`config.mk`:
```
export PLATFORM = sky130hd
export DESIGN_NAME = prcs_hist
export DESIGN_NICKNAME = d
export VERILOG_FILES = /design/src/design/prcs_pkg.sv /design/src/design/prcs_hist.sv
export SDC_FILE = /design/constraint.sdc
export NUM_CORES = 2
export LEC_CHECK = 0
export CORE_MARGIN = 2
export CORE_UTILIZATION = 30
export CTS_CLUSTER_DIAMETER = 60
export DETAILED_ROUTE_END_ITERATION = 8
export DONT_BUFFER_PORTS = 1
export GPL_ROUTABILITY_DRIVEN = 1
export GPL_TIMING_DRIVEN = 0
export MAX_ROUTING_LAYER = met4
export SYNTH_ARGS = -nofsm -noshare
export SYNTH_HDL_FRONTEND = slang
export SYNTH_SLANG_ARGS = --single-unit
export TNS_END_PERCENT = 10
```
`constraint.sdc`:
```
create_clock -name clk -period 8.44 [get_ports clk]
set_input_delay 0.844 -clock clk [delete_from_list [all_inputs] [get_ports clk]]
set_output_delay 0.844 -clock clk [all_outputs]
set_load 0.1 [all_outputs]
```
`src/design/prcs_pkg.sv`:
```
// Shared types, codes and helpers for the prefix run collision statistics block.
`default_nettype none
package prcs_pkg;

	localparam int HIST_BINS_DEF   = 64;
	localparam int PREFIX_BITS_DEF = 40;

	localparam int CNT_W     = 48;
	localparam int PAIR_W    = 64;
	localparam int SIZE_W    = 32;
	localparam int PFX_W     = 40;
	localparam int TAG_W     = 8;
	localparam int LEN_W     = 8;
	localparam int BIN_W     = 6;
	localparam int REQ_W     = 2;
	localparam int STAT_W    = 2;
	localparam int CFG_IDX_W = 1;
	localparam int CFG_W     = 8;

	localparam logic [REQ_W-1:0] REQ_KEY  = 2'd0;
	localparam logic [REQ_W-1:0] REQ_END  = 2'd1;
	localparam logic [REQ_W-1:0] REQ_READ = 2'd2;

	localparam logic [STAT_W-1:0] STAT_TOTALS = 2'd0;
	localparam logic [STAT_W-1:0] STAT_EMPTY  = 2'd1;
	localparam logic [STAT_W-1:0] STAT_BIN    = 2'd2;

	localparam logic [CFG_IDX_W-1:0] REG_ROW_TAG = 1'd0;
	localparam logic [CFG_IDX_W-1:0] REG_KEY_LEN = 1'd1;

	localparam logic [TAG_W-1:0] ROW_TAG_RST = 8'd120;
	localparam logic [LEN_W-1:0] KEY_LEN_RST = 8'd12;

	typedef struct packed {
		logic [REQ_W-1:0] req_type;
		logic [TAG_W-1:0] key_tag;
		logic [PFX_W-1:0] hash_prefix;
		logic [LEN_W-1:0] key_length;
		logic [BIN_W-1:0] bin_index;
	} req_t;

	typedef struct packed {
		logic [STAT_W-1:0] status;
		logic [CNT_W-1:0]  row_count;
		logic [CNT_W-1:0]  bad_row_count;
		logic [CNT_W-1:0]  bucket_count;
		logic [CNT_W-1:0]  multi_bucket_count;
		logic [CNT_W-1:0]  surplus_rows;
		logic [PAIR_W-1:0] pair_count;
		logic [SIZE_W-1:0] max_bucket;
		logic [CNT_W-1:0]  bin_count;
	} rsp_t;

	typedef struct packed {
		logic valid;
		logic has_rsp;
		logic is_bin;
		logic close;
	} stage_t;

	function automatic logic [CNT_W-1:0] sat_add_cnt(input logic [CNT_W-1:0] a,
			input logic [CNT_W-1:0] b);
		logic [CNT_W:0] s;
		s = {1'b0, a} + {1'b0, b};
		return s[CNT_W] ? {CNT_W{1'b1}} : s[CNT_W-1:0];
	endfunction

	function automatic logic [PAIR_W-1:0] sat_add_pair(input logic [PAIR_W-1:0] a,
			input logic [PAIR_W-1:0] b);
		logic [PAIR_W:0] s;
		s = {1'b0, a} + {1'b0, b};
		return s[PAIR_W] ? {PAIR_W{1'b1}} : s[PAIR_W-1:0];
	endfunction

endpackage
`default_nettype wire

```
`src/design/prcs_hist.sv`:
```
// Size histogram memory with read-modify-write, forwarding and reset clearing pass.
`default_nettype none
module prcs_hist #(
	parameter int HIST_BINS = prcs_pkg::HIST_BINS_DEF,
	parameter int AW        = $clog2(HIST_BINS)
) (
	input  wire logic                     clk,
	input  wire logic                     arst_n,
	input  wire logic                     rd_en,
	input  wire logic [AW-1:0]            rd_addr,
	input  wire logic                     upd,
	output logic                          clearing,
	output logic [prcs_pkg::CNT_W-1:0]    count
);
	import prcs_pkg::*;

	logic [CNT_W-1:0] mem [HIST_BINS];
	logic [CNT_W-1:0] rd_q;
	logic [AW-1:0]    addr_s1;
	logic             clr_q;
	logic [AW-1:0]    clr_addr_q;
	logic             wr_valid_q;
	logic [AW-1:0]    wr_addr_q;
	logic [CNT_W-1:0] wr_data_q;
	logic             fwd;
	logic [CNT_W-1:0] inc;
	logic             we;
	logic [AW-1:0]    wa;
	logic [CNT_W-1:0] wd;

	assign fwd      = wr_valid_q && (wr_addr_q == addr_s1);
	assign count    = fwd ? wr_data_q : rd_q;
	assign inc      = sat_add_cnt(count, CNT_W'(1));
	assign clearing = clr_q;
	assign we       = clr_q || upd;
	assign wa       = clr_q ? clr_addr_q : addr_s1;
	assign wd       = clr_q ? '0 : inc;

	always_ff @(posedge clk) begin
		if (we) begin
			mem[wa] <= wd;
		end
		if (rd_en) begin
			rd_q <= mem[rd_addr];
		end else if (fwd) begin
			rd_q <= wr_data_q;
		end
	end

	always_ff @(posedge clk) begin
		if (rd_en) begin
			addr_s1 <= rd_addr;
		end
		if (upd) begin
			wr_addr_q <= addr_s1;
			wr_data_q <= inc;
		end
	end

	always_ff @(posedge clk or negedge arst_n) begin
		if (!arst_n) begin
			clr_q      <= 1'b1;
			clr_addr_q <= '0;
			wr_valid_q <= 1'b0;
		end else begin
			wr_valid_q <= upd && !clr_q;
			if (clr_q) begin
				clr_addr_q <= clr_addr_q + AW'(1);
				if (clr_addr_q == AW'(HIST_BINS - 1)) begin
					clr_q <= 1'b0;
				end
			end
		end
	end

`ifndef SYNTHESIS
	a_no_upd_clear: assert property (@(posedge clk) disable iff (!arst_n)
		clr_q |-> !upd && !rd_en) else $error("histogram access during clearing pass");
	a_clear_len: assert property (@(posedge clk) disable iff (!arst_n)
		$fell(clr_q) |-> $past(clr_addr_q) == AW'(HIST_BINS - 1))
		else $error("clearing pass ended early");
`endif

endmodule
`default_nettype wire

```
==> summary.txt <==
Worst setup path
  • Worst r2r dst: mem[57][13]$_DFFE_PP_
  • R2r setup slk: 0.18 ns
  • Critical path cell sequence: xnor2_1 > nand4_1 > nor2_4 > buf_6 > buf_6 > buf_2 > nand2_1 > nand2_2 > ha_1 > nand4_1 > or2_0 > nor4_1 > mux2i_1 > or3_1 > clkbuf_1 > buf_2 > a21oi_4 > buf_12
  • Critical Path AT: approximately 8.9 ns
  • WS Path Type: reg2reg
  • R2R Path Start: addr_s1[1]$_DFFE_PP_
  • Slowest cell delay on critical path: about 0.95 ns
  • Slowest cell on crit path: a21oi_4
  • Max Fanout on Critical Path: 33
  • Critical Path Source: addr_s1[1]$_DFFE_PP_
  • Setup crit start kind: flip-flop
  • Worst reg-to-reg path cell count: 18
  • Crit path capture type: flip-flop
  • CP required: 9.12 ns

Clocking
  • Clock latency on the worst-skew pair: ~0.9 ns
  • CTS tree: yes
  • Bufs on Longest Clock Path: 4
  • H-tree Lvls: 5
  • CTS Buf Count: 323
  • # clock sinks: approximately 3200
  • Clock transition at path regs: 0.07 ns
  • Post-CTS setup repair buffer count: 0
  • CTS root buf: clkbuf_16

Synthesis
  • Post-synth ARST share: 0.251%
  • Average size of a mapped cell: between 20 and 25 um2
  • Synthesis warning total: 0
  • Mapped Cells: roughly 5700
  • Cell taking the most area after synthesis: edfxtp_1
  • Post-synth top area share: 76.6%
  • Syn_nets: between 5000 and 6000
  • Post-synthesis instance area: approximately 0.12 mm2
  • Post-synth EDFFs: 3132
  • Synth Register Bits: about 3200
  • Area contributors post-synth: edfxtp_1 (77%), mux4_2 (14%), a22oi_1 (1.8%)
  • Yosys cell types: 73
  • Post-synth top flop: edfxtp_1
  • Sequential area share after synthesis: between 70% and 80%

STA
  • Period utilization: a little over nine tenths
  • Peak Freq: ~120 MHz
  • Worst slew margin: between 4 and 5%
  • # setup viols final: 0
  • Tmin final: ~8.3 ns
  • RSZ-0062 raised after global routing: no
  • Clock skew: ~0.052 ns
  • Tightest Pin Transition: 1.43 ns
  • Slew Viols, Final: 0
  • Final Hold Fails: 0

GRT
  • Vias in the first global route: about 63000
  • Global-route wire length before repair: 492000 um
  • GR Util All Layers: between 10% and 20%
  • Largest net degree at the start of global routing: between 50 and 60
  • Grt ovf: 0
  • Initial antenna violation count: 19

Run
  • Number of max-cap violations: 0

Min path
  • Hold Startpoint: rd_en
  • Hold EP: addr_s1[3]$_DFFE_PP_
  • Worst Hold Class: in2reg
  • Hold-critical path depth: 0

Floorplanning
  • Die area: 0.414 mm2
  • # rows: between 200 and 250
  • CORE AREA: around 0.41 mm2
  • Die Wd: around 640 um
  • Top-level port count: 59
  • Die Y: 644 um
  • Initial core utilization: 30.2%

Drt
  • Drt pass-1 iters: 6
  • Vias: ~63000
  • Number of remaining DRC errors: 0
  • Vias/cell: 5.26
  • Routed length per placed instance: between 20 and 30 um
  • Initial DRC count: 8100
  • Detailed Route WL: about 350000 um
  • Antenna Nets Post-Route: 0

Run status
  • Outcome: finished, final reports clean

Layout
  • Leading cell type in the layout, fill and taps excluded: edfxtp_1
  • Layout cells sized above 1: a little over a quarter
  • Final core occ: between 30% and 40%
  • Layout area overhead: 18.1%
  • Layout Cells excl Fill: ~12000
  • Layout Nets: 6226
  • Commonest non-fill, non-tap cells in the layout: edfxtp_1 (3132), mux4_2 (768), clkbuf_16 (331)

Power
  • Power Density: 247 mW/mm2
  • Total leakage power: 43.9 nW
  • Max VDD drop: about 0.00016 V

Place
  • DP Cell Count: around 11000
  • Dpl hpwl: between 200000 and 250000 um
  • Routability Congestion: 0.922
  • # port buffers: 0
-- how the worst max path moves through the flow --
stage                                  endpoint  slack [ns]  cells past startpoint
after floorplan            mem[0][32]$_DFFE_PP_        0.98                     17
after global placement     mem[2][24]$_DFFE_PP_       -4.56                     15
after detailed placement  mem[43][13]$_DFFE_PP_       -0.06                     18
after CTS                 mem[40][13]$_DFFE_PP_        0.32                     18
after global routing      mem[40][13]$_DFFE_PP_        0.05                     18
final                     mem[57][13]$_DFFE_PP_        0.18                     18
-- layout make-up --
class	instances	area (um2)
multi-input combinational	2161	27100
fill	37072	262000
antenna	13	32.5
buffer	331	1450
tap	5428	6790
inverter	11	41.3
timing repair buffer	198	4100
sequential	3188	95200
clock buffer	399	8580
clock inverter	167	1690
-- critical path, delay by kind of cell (launching register included) --
family / cells / cell delay (ns)
AO/OA/AOI/OAI: 1 / 0.95
XOR/XNOR: 1 / 0.21
adder cells (fa/ha/maj): 1 / 0.42
buffers and inverters: 6 / 1.60
flip-flops: 1 / 0.51
multiplexers: 1 / 0.62
AND/OR/NAND/NOR: 8 / 3.61
-- kinds of logic (layout without fill, tap and decap cells) --
family | Yosys count | in the layout | synth area share (%)
buffers and inverters | 342 | 1106 | 1.20
flip-flops | 3188 | 3188 | 77.6
XOR/XNOR | 52 | 52 | 0.371
AND/OR/NAND/NOR | 518 | 518 | 1.94
multiplexers | 879 | 879 | 15.1
AO/OA/AOI/OAI | 710 | 710 | 3.79
other | 0 | 13 | 0
adder cells (fa/ha/maj) | 2 | 2 | 0.0204
-- metal layers --
metal	part of all wire, %	global-route usage, %
met1	41	22.9
met2	47	26.5
met3	8.5	3.26
met4	3.2	5.14
met5	0	-
-- power breakdown --
part | switching, mW | internal, mW | total [mW] | leakage, nW
logic | 2.39 | 0.904 | 3.29 | 10.3
registers | 0.108 | 18.2 | 18.3 | 28.6
clock network | 5.98 | 8.18 | 14.2 | 5.02
-- Yosys cell counts, drive strengths merged (3+ instances only) --
master and instances:
edfxtp 3132, mux4 768, a22oi 290, nand2 218, a21oi 203, clkbuf 202
nor2 144, buf 129, mux2 104, o22ai 98, a31oi 61, dfxtp 48
nand4 38, xnor2 29, nand3 25, xor2 23, o21ai 20, and3 18
nor3 16, and4 14, nor4 11, inv 10, and2 8, dfrtp 7
mux2i 7, nand2b 7, o21a 7, a211oi 6, or3 6, nor2b 4
or4 4, a22o 3
-- through the flow --
| step | setup slack, ns | area [um2] | power [mW] | TNS (ns) | hold slack (ns) |
|---|---|---|---|---|---|
| floorplan | 0.980 | 123000 | 20.4 | 0 | 0.478 |
| global placement | -4.56 | 130000 | 21.7 | -8650.48 | 0.510 |
| detailed placement | -0.0552 | 135000 | 22.0 | -5.93 | 0.514 |
| CTS | 0.320 | 145000 | 36.0 | 0 | 0.0120 |
| global route | 0.0499 | 145000 | 36.8 | 0 | 0.0205 |
| finish | 0.184 | 145000 | 35.8 | 0 | 0.0604 |
-- registers in the layout, indices dropped and copies added, names as in the netlist --
signal	flops
wr_addr_q	6
rd_q	48
mem	3072
clr_addr_q	6
addr_s1	6
wr_valid_q	1
wr_data_q	48
clearing	1
-- timing repair --
item,4_1_cts,5_1_grt
hold buffers,2,0
hold endpoints to repair,9,0
pin swaps,0,1
endpoints found under the setup margin,237,2
gates resized for setup,1,1
Note: power is estimated with default switching activity, not from simulation.
