### src/design/prcs_pkg.sv
// Shared types, codes and helpers for the prefix run collision statistics block.
`default_nettype none
package prcs_pkg;

	localparam int HIST_BINS_DEF   = 64;
	localparam int PREFIX_BITS_DEF = 40;

	localparam int CNT_W     = 48;
	localparam int PAIR_W    = 64;
	localparam int SIZE_W    = 32;
	localparam int PFX_W     = 40;
	localparam int TAG_W     = 8;
	localparam int LEN_W     = 8;
	localparam int BIN_W     = 6;
	localparam int REQ_W     = 2;
	localparam int STAT_W    = 2;
	localparam int CFG_IDX_W = 1;
	localparam int CFG_W     = 8;

	localparam logic [REQ_W-1:0] REQ_KEY  = 2'd0;
	localparam logic [REQ_W-1:0] REQ_END  = 2'd1;
	localparam logic [REQ_W-1:0] REQ_READ = 2'd2;

	localparam logic [STAT_W-1:0] STAT_TOTALS = 2'd0;
	localparam logic [STAT_W-1:0] STAT_EMPTY  = 2'd1;
	localparam logic [STAT_W-1:0] STAT_BIN    = 2'd2;

	localparam logic [CFG_IDX_W-1:0] REG_ROW_TAG = 1'd0;
	localparam logic [CFG_IDX_W-1:0] REG_KEY_LEN = 1'd1;

	localparam logic [TAG_W-1:0] ROW_TAG_RST = 8'd120;
	localparam logic [LEN_W-1:0] KEY_LEN_RST = 8'd12;

	typedef struct packed {
		logic [REQ_W-1:0] req_type;
		logic [TAG_W-1:0] key_tag;
		logic [PFX_W-1:0] hash_prefix;
		logic [LEN_W-1:0] key_length;
		logic [BIN_W-1:0] bin_index;
	} req_t;

	typedef struct packed {
		logic [STAT_W-1:0] status;
		logic [CNT_W-1:0]  row_count;
		logic [CNT_W-1:0]  bad_row_count;
		logic [CNT_W-1:0]  bucket_count;
		logic [CNT_W-1:0]  multi_bucket_count;
		logic [CNT_W-1:0]  surplus_rows;
		logic [PAIR_W-1:0] pair_count;
		logic [SIZE_W-1:0] max_bucket;
		logic [CNT_W-1:0]  bin_count;
	} rsp_t;

	typedef struct packed {
		logic valid;
		logic has_rsp;
		logic is_bin;
		logic close;
	} stage_t;

	function automatic logic [CNT_W-1:0] sat_add_cnt(input logic [CNT_W-1:0] a,
			input logic [CNT_W-1:0] b);
		logic [CNT_W:0] s;
		s = {1'b0, a} + {1'b0, b};
		return s[CNT_W] ? {CNT_W{1'b1}} : s[CNT_W-1:0];
	endfunction

	function automatic logic [PAIR_W-1:0] sat_add_pair(input logic [PAIR_W-1:0] a,
			input logic [PAIR_W-1:0] b);
		logic [PAIR_W:0] s;
		s = {1'b0, a} + {1'b0, b};
		return s[PAIR_W] ? {PAIR_W{1'b1}} : s[PAIR_W-1:0];
	endfunction

endpackage
`default_nettype wire

### src/design/prcs_tally.sv
// Bucket tracking, scalar counters, configuration registers and stage one control.
`default_nettype none
module prcs_tally #(
	parameter int HIST_BINS   = prcs_pkg::HIST_BINS_DEF,
	parameter int PREFIX_BITS = prcs_pkg::PREFIX_BITS_DEF,
	parameter int AW          = $clog2(HIST_BINS)
) (
	input  wire logic                              clk,
	input  wire logic                              arst_n,
	input  wire logic                              cfg_we,
	input  wire logic [prcs_pkg::CFG_IDX_W-1:0]    cfg_index,
	input  wire logic [prcs_pkg::CFG_W-1:0]        cfg_data,
	input  wire logic                              acc,
	input  wire prcs_pkg::req_t                    req,
	input  wire logic                              adv,
	output logic [AW-1:0]                          hist_addr,
	output prcs_pkg::stage_t                       stage,
	output prcs_pkg::rsp_t                         totals
);
	import prcs_pkg::*;

	localparam int CMP_W = (PREFIX_BITS < PFX_W) ? PREFIX_BITS : PFX_W;
	localparam logic [SIZE_W-1:0] LAST_BIN = SIZE_W'(HIST_BINS - 1);

	logic [TAG_W-1:0]  row_tag_q;
	logic [LEN_W-1:0]  key_len_q;
	logic [CMP_W-1:0]  open_prefix_q, open_prefix_d;
	logic [SIZE_W-1:0] open_size_q, open_size_d;
	logic              have_open_q, have_open_d;
	logic              scan_over_q, scan_over_d;
	logic [CNT_W-1:0]  row_total_q, row_total_d;
	logic [CNT_W-1:0]  mal_total_q, mal_total_d;
	logic [CNT_W-1:0]  bkt_total_q, bkt_total_d;
	logic [CNT_W-1:0]  col_total_q, col_total_d;
	logic [CNT_W-1:0]  extra_total_q, extra_total_d;
	logic [SIZE_W-1:0] largest_q, largest_d;
	logic [PAIR_W-1:0] pair_total_q, pair_next;
	logic              do_close, do_report, do_read, close_live, multi;
	logic [CMP_W-1:0]  pfx_in;
	logic [PAIR_W-1:0] prod_c;
	logic [AW-1:0]     bin_addr, close_addr;
	logic              valid_s1, has_rsp_s1, is_bin_s1, close_s1, multi_s1;
	logic [PAIR_W-1:0] prod_s1;

	assign pfx_in = req.hash_prefix[CMP_W-1:0];
	assign prod_c = PAIR_W'(open_size_q) * PAIR_W'(open_size_q - SIZE_W'(1));

	assign bin_addr   = (SIZE_W'(req.bin_index) >= LAST_BIN) ? AW'(HIST_BINS - 1)
		: AW'(req.bin_index);
	assign close_addr = (open_size_q >= LAST_BIN) ? AW'(HIST_BINS - 1) : AW'(open_size_q);
	assign hist_addr  = do_read ? bin_addr : close_addr;

	always_comb begin
		open_prefix_d = open_prefix_q;
		open_size_d   = open_size_q;
		have_open_d   = have_open_q;
		scan_over_d   = scan_over_q;
		row_total_d   = row_total_q;
		mal_total_d   = mal_total_q;
		bkt_total_d   = bkt_total_q;
		col_total_d   = col_total_q;
		extra_total_d = extra_total_q;
		largest_d     = largest_q;
		do_close      = 1'b0;
		do_report     = 1'b0;
		do_read       = 1'b0;
		if (acc) begin
			unique case (req.req_type)
				REQ_READ: do_read = 1'b1;
				REQ_END:  do_report = 1'b1;
				REQ_KEY: begin
					if (!scan_over_q) begin
						if (req.key_tag != row_tag_q) begin
							do_report = 1'b1;
						end else if (req.key_length != key_len_q) begin
							mal_total_d = sat_add_cnt(mal_total_q, CNT_W'(1));
						end else begin
							if (!have_open_q || pfx_in != open_prefix_q) begin
								do_close      = 1'b1;
								open_prefix_d = pfx_in;
								have_open_d   = 1'b1;
								open_size_d   = SIZE_W'(1);
							end else if (open_size_q != '1) begin
								open_size_d = open_size_q + SIZE_W'(1);
							end
							row_total_d = sat_add_cnt(row_total_q, CNT_W'(1));
						end
					end
				end
				default: ;
			endcase
		end
		if (do_report) begin
			do_close    = 1'b1;
			scan_over_d = 1'b1;
			open_size_d = '0;
			have_open_d = 1'b0;
		end
		close_live = do_close && (open_size_q != '0);
		multi      = do_close && (open_size_q > SIZE_W'(1));
		if (close_live) begin
			bkt_total_d = sat_add_cnt(bkt_total_q, CNT_W'(1));
			if (open_size_q > largest_q) begin
				largest_d = open_size_q;
			end
		end
		if (multi) begin
			col_total_d   = sat_add_cnt(col_total_q, CNT_W'(1));
			extra_total_d = sat_add_cnt(extra_total_q, CNT_W'(open_size_q - SIZE_W'(1)));
		end
	end

	always_ff @(posedge clk or negedge arst_n) begin
		if (!arst_n) begin
			row_tag_q     <= ROW_TAG_RST;
			key_len_q     <= KEY_LEN_RST;
			open_prefix_q <= '0;
			open_size_q   <= '0;
			have_open_q   <= 1'b0;
			scan_over_q   <= 1'b0;
			row_total_q   <= '0;
			mal_total_q   <= '0;
			bkt_total_q   <= '0;
			col_total_q   <= '0;
			extra_total_q <= '0;
			largest_q     <= '0;
			pair_total_q  <= '0;
			valid_s1      <= 1'b0;
		end else begin
			if (cfg_we) begin
				unique case (cfg_index)
					REG_ROW_TAG: row_tag_q <= cfg_data;
					REG_KEY_LEN: key_len_q <= cfg_data;
				endcase
			end
			open_prefix_q <= open_prefix_d;
			open_size_q   <= open_size_d;
			have_open_q   <= have_open_d;
			scan_over_q   <= scan_over_d;
			row_total_q   <= row_total_d;
			mal_total_q   <= mal_total_d;
			bkt_total_q   <= bkt_total_d;
			col_total_q   <= col_total_d;
			extra_total_q <= extra_total_d;
			largest_q     <= largest_d;
			if (adv) begin
				pair_total_q <= pair_next;
			end
			if (acc) begin
				valid_s1 <= 1'b1;
			end else if (adv) begin
				valid_s1 <= 1'b0;
			end
		end
	end

	always_ff @(posedge clk) begin
		if (acc) begin
			has_rsp_s1 <= do_read || do_report;
			is_bin_s1  <= do_read;
			close_s1   <= close_live;
			multi_s1   <= multi;
			prod_s1    <= prod_c;
		end
	end

	assign pair_next = (valid_s1 && multi_s1)
		? sat_add_pair(pair_total_q, {1'b0, prod_s1[PAIR_W-1:1]}) : pair_total_q;

	assign stage = '{valid: valid_s1, has_rsp: has_rsp_s1, is_bin: is_bin_s1, close: close_s1};

	always_comb begin
		totals                    = '0;
		totals.status             = (row_total_q == '0) ? STAT_EMPTY : STAT_TOTALS;
		totals.row_count          = row_total_q;
		totals.bad_row_count      = mal_total_q;
		totals.bucket_count       = bkt_total_q;
		totals.multi_bucket_count = col_total_q;
		totals.surplus_rows       = extra_total_q;
		totals.pair_count         = pair_next;
		totals.max_bucket         = largest_q;
	end

`ifndef SYNTHESIS
	a_open_size: assert property (@(posedge clk) disable iff (!arst_n)
		have_open_q == (open_size_q != '0)) else $error("open bucket flag and size disagree");
	a_rows_frozen: assert property (@(posedge clk) disable iff (!arst_n)
		(acc && req.req_type == REQ_KEY && scan_over_q) |=> $stable(row_total_q))
		else $error("row counted after scan end");
`endif

endmodule
`default_nettype wire

### config.mk
export PLATFORM = sky130hd
export DESIGN_NAME = prcs_tally
export DESIGN_NICKNAME = d
export VERILOG_FILES = /design/src/design/prcs_pkg.sv /design/src/design/prcs_tally.sv
export SDC_FILE = /design/constraint.sdc
export NUM_CORES = 2
export LEC_CHECK = 0
export BUFFER_PORTS_ARGS = -buffer_cell sky130_fd_sc_hd__buf_2
export CORE_AREA = 2 2 433 435
export CTS_CLUSTER_DIAMETER = 120
export CTS_CLUSTER_SIZE = 8
export DETAILED_ROUTE_END_ITERATION = 10
export DIE_AREA = 0 0 435 437
export GPL_TIMING_DRIVEN = 0
export SETUP_SLACK_MARGIN = 0.3
export SLEW_MARGIN = 5
export SYNTH_ARGS = -nofsm -noshare
export SYNTH_HDL_FRONTEND = slang
export SYNTH_SLANG_ARGS = --single-unit
### constraint.sdc
create_clock -name clk -period 26.6 [get_ports clk]
set_input_delay 5.32 -clock clk [delete_from_list [all_inputs] [get_ports clk]]
set_output_delay 5.32 -clock clk [all_outputs]
set_load 0.005 [all_outputs]
==> flow_metrics.py <==
metrics = {
    "sta": {
        "setup_viol_count_final": 0,
        "clock.fmax_ghz": 0.0679,
        "finalSetupTns_ns": 0,
        "setup_slack_ns": 11.88,
        "report.final.slew_viol_count": 24,
        "fin_crit_sh_pct": 55.3,
        "hold_viol_final": 0,
        "worst_pin_slew_ns": 1.58,
        "finalCriticalPeriod_ns": 14.72,
        "clock_skew_ns": 0.0499,
        "relSlewSlack_pct": -5.24,
        "grt_setup_unrepaired": "no",
    },
    "final_layout": {
        "finalNonFillerCells": 10300,
        "fill_cells": 18900,
        "syn_to_final_growth_pct": 12.1,
        "layout.nets": 9283,
        "drive_gt1_share_pct": 9.58,
    },
    "cts": {
        "cts_setup_buffers": 0,
        "cts_max_level": 3,
        "cts-resized-gates": 0,
        "clkTransAtPathRegs_ns": 0.06,
        "clk_latency_ns": 0.73,
        "clockBufferDepth": 3,
        "cts.sinks": 494,
        "numCtsBuffers": 75,
        "holdBufCountCts": 0,
        "cts_tree": "done",
        "root_buffer": "clkbuf_16",
    },
    "critical_path": {
        "startpoint_type": "flop",
        "worstPathMaxFanout": 12,
        "slowest_delay_ns": 1.17,
        "critPathKind": "flop to flop",
        "path_common_cell": "ha_1",
        "cp_data_required_time_ns": 27.03,
        "cp.arrival_ns": 15.15,
        "crit_path_end_kind": "flop",
        "slowest_stage": "buf_1",
    },
    "floorplanning": {
        "dieArea_um2": 190000,
        "fp.dieH_um": 437,
        "initial_core_util_pct": 34.9,
        "ioPinCount": 474,
        "rows": 158,
        "core_area_um2": 185000,
        "fp.dieW_um": 435,
    },
    "routing": {
        "drc_errors": 0,
        "drt-initial-drc-count": 4735,
        "drtAntennaViolNets": 0,
        "via_per_inst": 5.26,
        "wl_per_cell_um": 24.8,
        "via_count": 54300,
        "routed_wl_um": 256000,
        "first_pass_iters": 6,
    },
    "grt": {
        "track_usage_pct": 26.7,
        "grt_pass1_wl_um": 374000,
        "grt_max_degree": 113,
        "grt_pass1_vias": 55000,
        "antenna_found_initial": 16,
        "grt-ovfl-total": 0,
    },
    "place": {
        "post-place-ws_ns": 12.32,
        "gp_congestion": 1.07,
        "place_inst": 10200,
        "port_buffers": 424,
        "dp_hpwl_um": 207000,
    },
    "logic_synthesis": {
        "yosysWarnings": 0,
        "yosys.cell_types.count": 86,
        "yosysMostFrequentCell": "nand2_1",
        "ys_ff_latch": 494,
        "netlist_area_um2": 64600,
        "avgSynthCellArea_um2": 8.91,
        "netlist_top_cells_count": "nand2_1, inv_1, fa_1",
        "yosysTopAreaCell": "fa_1",
        "synth.top_cells.by_area": "fa_1, dfrtp_1, ha_1",
        "synth_top_area_share_pct": 28.8,
        "synth_edf_count": 67,
        "ys.flop_type": "dfrtp_1",
        "synth_cells": 7249,
        "async_flop_share_pct": 86.4,
        "yosysSeqAreaShare_pct": 19.7,
    },
    "pwr": {
        "ir_drop_mv": 0.0461,
        "power_density_nw_per_um2": 41.7,
        "total_power_w": 0.00302,
        "power_leakage_nw": 36.7,
    },
    "min_path": {
        "min_path_type": "flop to flop",
    },
    "run": {
        "drv_cap": 3,
    },
    "outcome": {
        "violations": "max-capacitance violations, max-slew violations",
        "outcome": "finished with violations",
    },
}
[layer usage]
layer / global-route usage [%] / routed length [um] / up-vias
met1: 33.6 / 101000 / 27100
li1: - / - / 24000
met2: 40.8 / 110000 / 2544
met4: 15.8 / 18300 / 6
met5: 0 / 45 / -
met3: 7.71 / 26000 / 603
[report_power, final]
| part | leakage, nW | internal (W) | switching, W |
|---|---|---|---|
| Clock | 1.08 | 0.000548 | 0.000395 |
| Sequential | 6.33 | 0.000852 | 0.0000859 |
| Combinational | 29.3 | 0.000457 | 0.000683 |
[through the flow]
step	utilization (%)	hold slack (ns)	cell area [um2]
3_3_place_gp	37.8	0.481	70000
2_1_floorplan	-	0.459	64800
4_1_cts	39.1	0.503	72300
3_5_place_dp	37.9	0.492	70100
5_1_grt	39.1	0.520	72400
6_report	39.1	0.496	72400
[cell families after synthesis]
logic type / synth area share (%)
AND/OR/NAND/NOR: 17.9
flip-flops: 19.7
adder cells (fa/ha/maj): 38.0
multiplexers: 1.77
buffers and inverters: 9.32
other: 0.00581
XOR/XNOR: 4.64
AO/OA/AOI/OAI: 8.70
[registers in the layout, summed over array words and instances (netlist names)]
name           flops
col_total_q       48
mal_total_q       48
open_prefix_q     40
scan_over_q        1
have_open_q        1
key_len_q          8
bkt_total_q       48
extra_total_q     48
open_size_q       32
pair_total_q      64
close_s1           1
valid_s1           1
row_total_q       48
largest_q         32
row_tag_q          8
is_bin_s1          1
prod_s1           63
multi_s1           1
has_rsp_s1         1
[placed cells by master (no fill, tap or decap), types with 94 or more instances in the layout]
cell type	count
nand2_1	1137
inv_1	1114
fa_1	930
ha_1	472
buf_2	431
dfrtp_1	421
nor2b_1	361
nor2_1	328
clkbuf_1	321
a21oi_1	284
o21ai_0	261
xnor2_1	176
xor2_1	166
nand3_1	143
a21o_1	107
mux2_2	96
nand4_1	94
[final cells by class]
class	count	area [um2]	area share, %
diodes	7	17.5	0.0242
plain buffers	408	1770	2.45
multi-input cells	5264	46000	63.6
well taps	2480	3100	4.29
repair buffers	429	2270	3.14
clock inverters	13	196	0.271
flip-flops and latches	494	12700	17.6
inverters	1131	4250	5.87
clock buffers	97	2010	2.78
[final timing paths]
check,start,endpoint,slack (ns),cells past startpoint
setup / recovery,open_size_q[1]$_DFFE_PN0P_,prod_s1[56]$_DFFE_PP_,11.88,35
hold / removal,scan_over_q$_DFFE_PN0P_,scan_over_q$_DFFE_PN0P_,0.50,1
setup reg to reg,open_size_q[1]$_DFFE_PN0P_,prod_s1[56]$_DFFE_PP_,11.88,35
hold reg to reg,scan_over_q$_DFFE_PN0P_,scan_over_q$_DFFE_PN0P_,0.50,1
max in group asynchronous,arst_n,largest_q[19]$_DFFE_PN0P_,20.60,3
min in group asynchronous,arst_n,open_size_q[14]$_DFFE_PN0P_,4.53,1
[worst max-delay path, delay by kind of cell (launching register included)]
kind	cells	cell delay [ns]
AOI/OAI and AO/OA	4	1.61
and+or+nand+nor	8	2.12
xor gates and xnor gates	1	0.16
buffers and inverters	11	4.79
adders and majority gates	11	5.17
DFF	1	0.53
Note: power is estimated with default switching activity, not from simulation.
